**src/rtl/core/gpsm_pkg.sv**
```systemverilog
// shared types, constants and helpers of the game controller poll master
package gpsm_pkg;

  // field widths
  localparam int unsigned TickW  = 10;
  localparam int unsigned ByteW  = 8;
  localparam int unsigned BitIdxW  = 3;
  localparam int unsigned ByteIdxW = 4;
  localparam int unsigned NumData  = 6;
  localparam int unsigned CfgAddrW = 3;
  localparam int unsigned CfgDataW = 10;
  localparam int unsigned InDataW  = 8;
  localparam int unsigned OutDataW = 64;

  // configuration register indexes
  localparam logic [CfgAddrW-1:0] RegHalfBit  = 3'd0;
  localparam logic [CfgAddrW-1:0] RegLead     = 3'd1;
  localparam logic [CfgAddrW-1:0] RegRelease  = 3'd2;
  localparam logic [CfgAddrW-1:0] RegDigital  = 3'd3;
  localparam logic [CfgAddrW-1:0] RegAnalog   = 3'd4;

  // reset values of the configuration registers
  localparam logic [TickW-1:0] HalfBitRst  = 10'd50;
  localparam logic [TickW-1:0] LeadRst     = 10'd10;
  localparam logic [TickW-1:0] ReleaseRst  = 10'd5;
  localparam logic [ByteW-1:0] DigitalRst  = 8'd65;
  localparam logic [ByteW-1:0] AnalogRst   = 8'd115;

  // command bytes and stored byte reset
  localparam logic [ByteW-1:0] CmdStart = 8'h01;
  localparam logic [ByteW-1:0] CmdPoll  = 8'h42;
  localparam logic [ByteW-1:0] CmdIdle  = 8'h00;
  localparam logic [ByteW-1:0] DataRst  = 8'hFF;

  // index of the last byte of a transaction for each mode, and other byte and bit positions
  localparam logic [ByteIdxW-1:0] LastDigital = 4'd4;
  localparam logic [ByteIdxW-1:0] LastAnalog  = 4'd8;
  localparam logic [ByteIdxW-1:0] LastOther   = 4'd1;
  localparam logic [ByteIdxW-1:0] ModeByteIdx = 4'd1;
  localparam logic [ByteIdxW-1:0] FirstData   = 4'd3;
  localparam logic [ByteIdxW-1:0] LastData    = 4'd8;
  localparam logic [BitIdxW-1:0]  LastBit     = 3'd7;

  // transaction phase, one-hot
  typedef enum logic [4:0] {
    PH_IDLE = 5'b00001,
    PH_LEAD = 5'b00010,
    PH_LOW  = 5'b00100,
    PH_HIGH = 5'b01000,
    PH_REL  = 5'b10000
  } phase_t;

  // configuration registers as seen by the engine
  typedef struct packed {
    logic [TickW-1:0] half_bit_ticks;
    logic [TickW-1:0] select_lead_ticks;
    logic [TickW-1:0] release_ticks;
    logic [ByteW-1:0] digital_mode_id;
    logic [ByteW-1:0] analog_mode_id;
  } cfg_t;

  // one result word
  typedef struct packed {
    logic             clock_out;
    logic             data_out;
    logic             select_n;
    logic             busy_res;
    logic             poll_done;
    logic [ByteW-1:0] mode_byte;
    logic [ByteW-1:0] buttons_low;
    logic [ByteW-1:0] buttons_high;
    logic [ByteW-1:0] right_x;
    logic [ByteW-1:0] right_y;
    logic [ByteW-1:0] left_x;
    logic [ByteW-1:0] left_y;
  } result_t;

  // bit of the command byte sent at a given byte and bit position
  function automatic logic cmd_bit(input logic [ByteIdxW-1:0] byte_idx,
                                   input logic [BitIdxW-1:0] bit_idx);
    logic [ByteW-1:0] tx;
    case (byte_idx)
      4'd0:    tx = CmdStart;
      4'd1:    tx = CmdPoll;
      default: tx = CmdIdle;
    endcase
    return tx[bit_idx];
  endfunction

endpackage

```
**src/rtl/core/gamepad_poll_spi_master_top.sv**
```systemverilog
// top level of the game controller poll master: stream ports and staging registers
//
// Each input word is one timing tick of the serial engine and produces exactly one
// result word carrying the pin levels, busy and done flags and the stored bytes as
// they stand after that tick. One word is taken per clock cycle whenever the result
// side keeps up; each word passes through the input register and then the engine's
// single-pass update into the output register. While a result waits in the output
// register, an empty input register can still take a new word. Configuration writes
// take effect on the next cycle and are meant to be made while no words are in flight.
module gamepad_poll_spi_master_top (
  input  logic                                clk,
  input  logic                                rst_n,
  // input stream
  input  logic                                in_tvalid,
  output logic                                in_tready,
  input  logic [gpsm_pkg::InDataW-1:0]        in_tdata,   // [0] start_poll, [1] data_in
  // result stream
  output logic                                out_tvalid,
  input  logic                                out_tready,
  output logic [gpsm_pkg::OutDataW-1:0]       out_tdata,  // [0] clock_out, [1] data_out,
                                                          // [2] select_n, [3] busy_res,
                                                          // [11:4] mode_byte,
                                                          // [19:12] buttons_low,
                                                          // [27:20] buttons_high,
                                                          // [35:28] right_x, [43:36] right_y,
                                                          // [51:44] left_x, [59:52] left_y
  output logic                                out_tlast,  // poll_done
  // configuration
  input  logic                                cfg_we,
  input  logic [gpsm_pkg::CfgAddrW-1:0]       cfg_addr,
  input  logic [gpsm_pkg::CfgDataW-1:0]       cfg_wdata
);

  gpsm_pkg::cfg_t    cfg;
  gpsm_pkg::result_t res;

  logic s1_valid_r;
  logic s1_start_r;
  logic s1_din_r;
  logic out_valid_r;
  logic out_last_r;
  logic [gpsm_pkg::OutDataW-1:0] out_data_r;
  logic [gpsm_pkg::OutDataW-1:0] out_data_nxt;
  logic adv;
  logic in_take;

  // handshake: the engine steps when the staged word can reach the output register
  assign adv       = s1_valid_r && (!out_valid_r || out_tready);
  assign in_tready = !s1_valid_r || adv;
  assign in_take   = in_tvalid && in_tready;

  gpsm_cfg u_cfg (
    .clk       (clk),
    .rst_n     (rst_n),
    .cfg_we    (cfg_we),
    .cfg_addr  (cfg_addr),
    .cfg_wdata (cfg_wdata),
    .cfg_o     (cfg)
  );

  gpsm_engine u_engine (
    .clk     (clk),
    .rst_n   (rst_n),
    .step_i  (adv),
    .start_i (s1_start_r),
    .din_i   (s1_din_r),
    .cfg_i   (cfg),
    .res_o   (res)
  );

  // input register
  always_ff @(posedge clk) begin
    if (!rst_n) begin
      s1_valid_r <= 1'b0;
    end else if (in_tready) begin
      s1_valid_r <= in_tvalid;
    end
  end

  always_ff @(posedge clk) begin
    if (in_take) begin
      s1_start_r <= in_tdata[0];
      s1_din_r   <= in_tdata[1];
    end
  end

  // pack the result word
  assign out_data_nxt = {4'd0, res.left_y, res.left_x, res.right_y, res.right_x,
                         res.buttons_high, res.buttons_low, res.mode_byte,
                         res.busy_res, res.select_n, res.data_out, res.clock_out};

  // output register
  always_ff @(posedge clk) begin
    if (!rst_n) begin
      out_valid_r <= 1'b0;
    end else if (adv) begin
      out_valid_r <= 1'b1;
    end else if (out_tready) begin
      out_valid_r <= 1'b0;
    end
  end

  always_ff @(posedge clk) begin
    if (adv) begin
      out_data_r <= out_data_nxt;
      out_last_r <= res.poll_done;
    end
  end

  assign out_tvalid = out_valid_r;
  assign out_tdata  = out_data_r;
  assign out_tlast  = out_last_r;

endmodule

```
**src/rtl/core/gpsm_cfg.sv**
```systemverilog
// configuration register bank of the game controller poll master
module gpsm_cfg (
  input  logic                             clk,
  input  logic                             rst_n,
  input  logic                             cfg_we,
  input  logic [gpsm_pkg::CfgAddrW-1:0]    cfg_addr,
  input  logic [gpsm_pkg::CfgDataW-1:0]    cfg_wdata,
  output gpsm_pkg::cfg_t                   cfg_o
);

  gpsm_pkg::cfg_t cfg_r;
  gpsm_pkg::cfg_t cfg_nxt;

  // decode the write
  always_comb begin
    cfg_nxt = cfg_r;
    if (cfg_we) begin
      case (cfg_addr)
        gpsm_pkg::RegHalfBit: cfg_nxt.half_bit_ticks    = cfg_wdata;
        gpsm_pkg::RegLead:    cfg_nxt.select_lead_ticks = cfg_wdata;
        gpsm_pkg::RegRelease: cfg_nxt.release_ticks     = cfg_wdata;
        gpsm_pkg::RegDigital: cfg_nxt.digital_mode_id   = cfg_wdata[gpsm_pkg::ByteW-1:0];
        gpsm_pkg::RegAnalog:  cfg_nxt.analog_mode_id    = cfg_wdata[gpsm_pkg::ByteW-1:0];
        default:              cfg_nxt = cfg_r;
      endcase
    end
  end

  always_ff @(posedge clk) begin
    if (!rst_n) begin
      cfg_r.half_bit_ticks    <= gpsm_pkg::HalfBitRst;
      cfg_r.select_lead_ticks <= gpsm_pkg::LeadRst;
      cfg_r.release_ticks     <= gpsm_pkg::ReleaseRst;
      cfg_r.digital_mode_id   <= gpsm_pkg::DigitalRst;
      cfg_r.analog_mode_id    <= gpsm_pkg::AnalogRst;
    end else begin
      cfg_r <= cfg_nxt;
    end
  end

  assign cfg_o = cfg_r;

endmodule

```
**src/rtl/core/gpsm_engine.sv**
```systemverilog
// per-tick state update of the serial poll engine
module gpsm_engine (
  input  logic                clk,
  input  logic                rst_n,
  input  logic                step_i,
  input  logic                start_i,
  input  logic                din_i,
  input  gpsm_pkg::cfg_t      cfg_i,
  output gpsm_pkg::result_t   res_o
);

  gpsm_pkg::phase_t                     phase_r, phase_nxt;
  logic [gpsm_pkg::TickW-1:0]           tick_r, tick_nxt;
  logic [gpsm_pkg::BitIdxW-1:0]         bit_r, bit_nxt;
  logic [gpsm_pkg::ByteIdxW-1:0]        byte_r, byte_nxt;
  logic [gpsm_pkg::ByteW-1:0]           shift_r, shift_nxt;
  logic [gpsm_pkg::ByteW-1:0]           mode_r, mode_nxt;
  logic [gpsm_pkg::ByteW-1:0]           data_r [gpsm_pkg::NumData];
  logic [gpsm_pkg::ByteW-1:0]           data_nxt [gpsm_pkg::NumData];
  logic                                 sel_r, sel_nxt;
  logic                                 sdo_r, sdo_nxt;
  logic                                 sck_r, sck_nxt;
  logic                                 done;
  logic [gpsm_pkg::ByteW-1:0]           shift_done;
  logic [gpsm_pkg::ByteIdxW-1:0]        byte_m3;
  logic [gpsm_pkg::ByteIdxW-1:0]        byte_inc;
  logic [gpsm_pkg::ByteIdxW-1:0]        last_idx;

  assign byte_m3  = byte_r - gpsm_pkg::FirstData;
  assign byte_inc = byte_r + 4'd1;

  // next state for one tick
  always_comb begin
    phase_nxt = phase_r;
    tick_nxt  = tick_r;
    bit_nxt   = bit_r;
    byte_nxt  = byte_r;
    shift_nxt = shift_r;
    mode_nxt  = mode_r;
    data_nxt  = data_r;
    sel_nxt   = sel_r;
    sdo_nxt   = sdo_r;
    sck_nxt   = sck_r;
    done      = 1'b0;
    shift_done = shift_r | (gpsm_pkg::ByteW'(din_i) << bit_r);
    last_idx  = gpsm_pkg::LastOther;

    case (phase_r)
      gpsm_pkg::PH_LEAD: begin
        if (tick_r >= cfg_i.select_lead_ticks) begin
          sdo_nxt   = gpsm_pkg::cmd_bit(byte_r, bit_r);
          sck_nxt   = 1'b0;
          phase_nxt = gpsm_pkg::PH_LOW;
          tick_nxt  = 10'd1;
        end else begin
          tick_nxt = tick_r + 10'd1;
        end
      end
      gpsm_pkg::PH_LOW: begin
        if (tick_r >= cfg_i.half_bit_ticks) begin
          sck_nxt   = 1'b1;
          phase_nxt = gpsm_pkg::PH_HIGH;
          tick_nxt  = 10'd1;
        end else begin
          tick_nxt = tick_r + 10'd1;
        end
      end
      gpsm_pkg::PH_HIGH: begin
        if (tick_r >= cfg_i.half_bit_ticks) begin
          shift_nxt = shift_done;
          if (bit_r != gpsm_pkg::LastBit) begin
            // next bit of the same byte
            bit_nxt   = bit_r + 3'd1;
            sdo_nxt   = gpsm_pkg::cmd_bit(byte_r, bit_r + 3'd1);
            sck_nxt   = 1'b0;
            phase_nxt = gpsm_pkg::PH_LOW;
            tick_nxt  = 10'd1;
          end else begin
            // byte complete: store it and pick the next step
            if (byte_r == gpsm_pkg::ModeByteIdx) mode_nxt = shift_done;
            if (byte_r inside {[gpsm_pkg::FirstData:gpsm_pkg::LastData]})
              data_nxt[byte_m3[2:0]] = shift_done;
            if (mode_nxt == cfg_i.digital_mode_id)     last_idx = gpsm_pkg::LastDigital;
            else if (mode_nxt == cfg_i.analog_mode_id) last_idx = gpsm_pkg::LastAnalog;
            else                                       last_idx = gpsm_pkg::LastOther;
            if (byte_r >= last_idx) begin
              phase_nxt = gpsm_pkg::PH_REL;
              tick_nxt  = 10'd0;
            end else begin
              byte_nxt  = byte_inc;
              bit_nxt   = 3'd0;
              shift_nxt = 8'd0;
              sdo_nxt   = gpsm_pkg::cmd_bit(byte_inc, 3'd0);
              sck_nxt   = 1'b0;
              phase_nxt = gpsm_pkg::PH_LOW;
              tick_nxt  = 10'd1;
            end
          end
        end else begin
          tick_nxt = tick_r + 10'd1;
        end
      end
      gpsm_pkg::PH_REL: begin
        if (tick_r >= cfg_i.release_ticks) begin
          sel_nxt   = 1'b1;
          phase_nxt = gpsm_pkg::PH_IDLE;
          tick_nxt  = 10'd0;
          done      = 1'b1;
        end else begin
          tick_nxt = tick_r + 10'd1;
        end
      end
      default: begin
        phase_nxt = gpsm_pkg::PH_IDLE;
        if (start_i) begin
          sel_nxt   = 1'b0;
          phase_nxt = gpsm_pkg::PH_LEAD;
          tick_nxt  = 10'd1;
          byte_nxt  = 4'd0;
          bit_nxt   = 3'd0;
          shift_nxt = 8'd0;
        end
      end
    endcase
  end

  // state registers, advanced once per tick
  always_ff @(posedge clk) begin
    if (!rst_n) begin
      phase_r <= gpsm_pkg::PH_IDLE;
      tick_r  <= '0;
      bit_r   <= '0;
      byte_r  <= '0;
      shift_r <= '0;
      mode_r  <= '0;
      sel_r   <= 1'b1;
      sdo_r   <= 1'b1;
      sck_r   <= 1'b1;
      for (int i = 0; i < gpsm_pkg::NumData; i++) data_r[i] <= gpsm_pkg::DataRst;
    end else if (step_i) begin
      phase_r <= phase_nxt;
      tick_r  <= tick_nxt;
      bit_r   <= bit_nxt;
      byte_r  <= byte_nxt;
      shift_r <= shift_nxt;
      mode_r  <= mode_nxt;
      sel_r   <= sel_nxt;
      sdo_r   <= sdo_nxt;
      sck_r   <= sck_nxt;
      data_r  <= data_nxt;
    end
  end

  // result word reflects the state after this tick
  always_comb begin
    res_o.clock_out    = sck_nxt;
    res_o.data_out     = sdo_nxt;
    res_o.select_n     = sel_nxt;
    res_o.busy_res     = (phase_nxt != gpsm_pkg::PH_IDLE);
    res_o.poll_done    = done;
    res_o.mode_byte    = mode_nxt;
    res_o.buttons_low  = data_nxt[0];
    res_o.buttons_high = data_nxt[1];
    res_o.right_x      = data_nxt[2];
    res_o.right_y      = data_nxt[3];
    res_o.left_x       = data_nxt[4];
    res_o.left_y       = data_nxt[5];
  end

`ifndef SYNTHESIS
  // select is low exactly while a transaction runs
  a_sel_busy: assert property (@(posedge clk) disable iff (!rst_n)
    sel_r == (phase_r == gpsm_pkg::PH_IDLE))
    else $error("select level disagrees with phase");

  // clock pin follows the half-bit phase
  a_clk_phase: assert property (@(posedge clk) disable iff (!rst_n)
    (phase_r == gpsm_pkg::PH_LOW) |-> !sck_r)
    else $error("clock high during low half");

  a_clk_high: assert property (@(posedge clk) disable iff (!rst_n)
    (phase_r == gpsm_pkg::PH_HIGH) |-> sck_r)
    else $error("clock low during high half");

  // byte counter never passes the last analog byte
  a_byte_range: assert property (@(posedge clk) disable iff (!rst_n)
    byte_r <= gpsm_pkg::LastData)
    else $error("byte index out of range");

  // bit position holds on a tick of the low half
  a_bit_hold: assert property (@(posedge clk) disable iff (!rst_n)
    (step_i && phase_r == gpsm_pkg::PH_LOW) |=> $stable(bit_r))
    else $error("bit index moved in low half");
`endif

endmodule
```
**config.mk**
```make
export PLATFORM = sky130hd
export DESIGN_NAME = gamepad_poll_spi_master_top
export DESIGN_NICKNAME = d
export VERILOG_FILES = /design/src/rtl/core/gpsm_pkg.sv /design/src/rtl/core/gamepad_poll_spi_master_top.sv /design/src/rtl/core/gpsm_cfg.sv /design/src/rtl/core/gpsm_engine.sv
export SDC_FILE = /design/constraint.sdc
export NUM_CORES = 1
export LEC_CHECK = 0
export CORE_MARGIN = 2
export CORE_UTILIZATION = 45
export DETAILED_ROUTE_END_ITERATION = 8
export DONT_BUFFER_PORTS = 1
export GPL_ROUTABILITY_DRIVEN = 0
export RECOVER_POWER = 25
export SYNTH_ARGS = -nofsm -noshare
export SYNTH_HDL_FRONTEND = slang
export SYNTH_HIERARCHICAL = 1
export SYNTH_SLANG_ARGS = --single-unit
```
**constraint.sdc**
```tcl
create_clock -name clk -period 5.4 [get_ports clk]
set_input_delay 0.27 -clock clk [delete_from_list [all_inputs] [get_ports clk]]
set_output_delay 0.27 -clock clk [all_outputs]
set_load 0.1 [all_outputs]
```
==> summary.txt <==
Worst setup path
  – Critical Path RT: 5730 ps
  – Worst Setup Start Kind: register
  – CP Capture Type: register
  – Worst-path maximum fanout: 16
  – WS Path Type: register to register
  – CP arrival: about 4800 ps

Detailed routing
  – DR vias/cell: 5.38
  – Final wirelength: 21.2 mm
  – Wire length per cell: 17.5 µm
  – Drc violations: 0
  – DR pass1 iterations: 5
  – First-iteration detailed-routing DRC count: roughly 330
  – Post-route ant nets: 0
  – Vias post-DR: ~6,500

Clocking
  – Root Buffer Master: clkbuf_16
  – H-tree depth: 4
  – Clk_lat worst skew: approximately 440 ps
  – Post-CTS sizing: 0
  – Clk buf depth: 2
  – Num CTS Buffers: 17
  – CTS Sinks: 200
  – TritonCTS clock tree: yes
  – Clock slew at reported path FFs: about 80 ps

Logic synthesis
  – Syn. warnings: 6
  – Avg Inst Size Synth: 10.5 µm²
  – Post-synth EDFFs: 63
  – Unique masters post-synth: 82
  – Yosys reg bits: 200
  – Async SR Flop Fraction: 0%
  – Main synth FF type: dfxtp_1
  – Gate Count Post-Synth: 939
  – Cell area after synthesis: between 9000 and 10,000 µm²
  – Sequential area share after synthesis: roughly 47%

Power
  – Combinational Power Share: roughly 4.0%
  – Switching portion of total power: between 20% and 30%
  – Net Sw Power: approximately 0.83 mW
  – Sequential share of power: between 50% and 60%
  – Lkg Pwr: approximately 4.2 nW
  – Power Dens Cells: 289 nW/µm²
  – VDD IR-drop max: 0.161 mV
  – Clock power frac: between 40% and 50%
  – P_int: 2.25 mW

STA
  – Fin. max-slew vios: 0
  – Setup Viol. Count Final: 0
  – Fin crit period: ~4500 ps
  – Setup TNS: 0 ps
  – RSZ-0062 raised after global routing: no
  – Fmax: roughly 0.22 GHz
  – Worst-Margin Slew: around 1200 ps
  – Final hold violations: 0
  – Fin Clk Skew: 13.7 ps
  – Slew Limit Headroom: a little over 20%
  – Final cycle utilization of the critical path: between 80% and 90%
  – Final setup margin: 900 ps

Die
  – Die Area: about 23,000 µm²
  – Die Ht: approximately 150 µm
  – Initial Utilization: a little under half
  – Core Rows: between 50 and 60
  – CORE AREA: between 20,000 and 25,000 µm²
  – Die width: about 150 µm
  – # IOs: 93

Placed design
  – IO Port Bufs: 0
  – Cells after DPL: between 1,000 and 1,500
  – DP Worst Slack: between 900 and 1000 ps
  – Post-DP HPWL: approximately 14 mm

Global route
  – Largest net degree at the start of global routing: 92
  – First-pass GRT wire length: approximately 35 mm
  – Initial antenna violation count: 0
  – Total congestion overflow: 0
  – Total track usage: 18.7%
  – Vias in the first global route: 6,208

Min path
  – Min-Delay Path Class: primary input to register

Final layout
  – Layout cells sized above 1: ~14%
  – Ant diodes: 0
  – Area of the multi-input gates: 4750 µm²
  – Nets: roughly 980
  – Area Growth Syn to Fin: 8.54%
  – Register area: 4630 µm²
  – Post-Layout Cell Count: between 1,000 and 1,500
  – # fillers: between 1,500 and 2,000

Flow run
  – Total of max-cap violations: 0

Run status
  – Status: finished, final reports clean
==> worst max-delay path, cell delays in order (launching register included) <==
cell and delay, ps:
dfxtp_1 640, and4b_1 270, or2_1 200, buf_4 190, mux2_2 330, xnor2_1 160, nand2_1 70, nor4_1 430
nor2_1 100, ha_1 270, or3b_1 340, a21o_1 180, a21o_1 230, a21o_1 230, or3_4 390, and3_4 180
o21a_1 170
==> final cells by class <==
cell class	instances	share of cell area, %
multi-input combinational	639	44.4
timing repair buffer	20	1.77
sequential	200	43.3
clock inverter	15	1.99
clock buffer	17	3.98
tap	280	3.27
inverter	38	1.33
==> cell usage in the layout, fill, tap and decap left out, drive strengths merged, types with 5 or more instances in the layout <==
master	n
xnor2	12
or2	8
nand4	12
nand3b	6
clkbuf	18
a21oi	29
nand2b	5
nor4	5
ha	40
a22o	5
nor3	14
a21o	7
clkinv	7
dlygate4sd3	9
inv	46
xor2	9
nor2	45
o211ai	8
buf	10
o21ai	19
and3	10
o21a	5
edfxtp	63
dfxtp	137
nand3	19
nor2b	30
or3b	5
mux2	60
mux2i	98
nand2	123
==> sequential cells by signal (all words and copies together) (netlist names) <==
| name | count |
|---|---|
| out_tdata | 60 |
| u_engine/data_r | 48 |
| u_cfg/cfg_o | 46 |
| u_engine/tick_r | 10 |
| u_engine/mode_r | 8 |
| u_engine/shift_r | 8 |
| u_engine/phase_r | 5 |
| u_engine/byte_r | 4 |
| u_engine/bit_r | 3 |
| out_tlast | 1 |
| out_tvalid | 1 |
| s1_din_r | 1 |
| s1_start_r | 1 |
| s1_valid_r | 1 |
| u_engine/sck_r | 1 |
| u_engine/sdo_r | 1 |
| u_engine/sel_r | 1 |
==> power by group through the flow <==
stage          Sequential, mW  Clock [mW]  Combinational, mW
2_1_floorplan            1.64           0              0.107
3_3_place_gp             1.65           0              0.105
3_5_place_dp             1.65           0              0.106
4_1_cts                  1.61        1.38              0.127
5_1_grt                  1.61        1.44              0.137
6_report                 1.61        1.35              0.125
==> logic make-up (layout without fill, tap and decap cells) <==
group | count (synthesis) | in the layout | share of synthesized area, %
flops | 200 | 200 | 47.0
fa+ha+maj | 40 | 40 | 5.08
other cells | 1 | 4 | 0.0380
compound gates | 107 | 107 | 7.58
xor+xnor | 21 | 21 | 1.87
simple gates | 309 | 309 | 16.7
buf+inv | 103 | 90 | 4.96
mux | 158 | 158 | 16.8
==> layer usage <==
metal	track usage, %	share of wire, %	up-vias
met4	4.94	1.0	0
li1	-	-	3267
met5	0	0	-
met1	25.5	47	3085
met3	3.17	3.2	15
met2	30.9	49	136
==> cell usage after synthesis (5+ instances only) <==
master      n  area [µm²]
o21a_1      5        37.5
mux2_2     60         676
a21o_1      6        45.0
a22o_1      5        43.8
nor4_1      5        31.3
a21oi_1    29         145
nand4_1     9        56.3
edfxtp_1   63        1890
clkbuf_1   29         109
nor2b_1    29         181
dfxtp_1   137        2740
and3_1      9        56.3
nor3_1     11        55.1
nor2_1     45         169
ha_1       40         500
xor2_1      9        78.8
inv_1      38         143
buf_4      10        75.1
o21ai_0    18        90.1
o211ai_1    8        60.1
xnor2_1    12         105
nand3b_1    5        37.5
nand2_1   122         458
buf_2      20         100
nand3_1    17        85.1
mux2i_1    98         981
==> per-stage QoR <==
| step | hold WS (ps) | power [mW] | instance area, µm² | util [%] |
|---|---|---|---|---|
| detailed placement | 366 | 1.75 | 9960 | 45.9 |
| global route | 26.2 | 3.19 | 10700 | 49.3 |
| CTS | 4.71 | 3.12 | 10700 | 49.4 |
| global placement | 365 | 1.75 | 9960 | 45.9 |
| floorplan | 369 | 1.75 | 9870 | - |
| finish | 18.6 | 3.09 | 10700 | 49.3 |
==> final timing paths <==
check                                                     from                              to  slack [ps]  cells after the start
worst max register to register  u_engine/bit_r[0]$_SDFFE_PN0P_  u_engine/bit_r[0]$_SDFFE_PN0P_         900                     16
worst min-delay path                              cfg_wdata[3]    u_cfg/cfg_o[29]$_SDFFE_PN1P_          20                      2
worst max-delay path            u_engine/bit_r[0]$_SDFFE_PN0P_  u_engine/bit_r[0]$_SDFFE_PN0P_         900                     16
worst min register to register    u_cfg/cfg_o[45]$_SDFFE_PN0P_    u_cfg/cfg_o[45]$_SDFFE_PN0P_         460                      2
==> timing repair <==
action	in CTS	in global routing
buffers inserted	0	0
hold endpoints to repair	93	0
hold buffers	10	0
No activity file was read; power rests on OpenSTA's default activity.
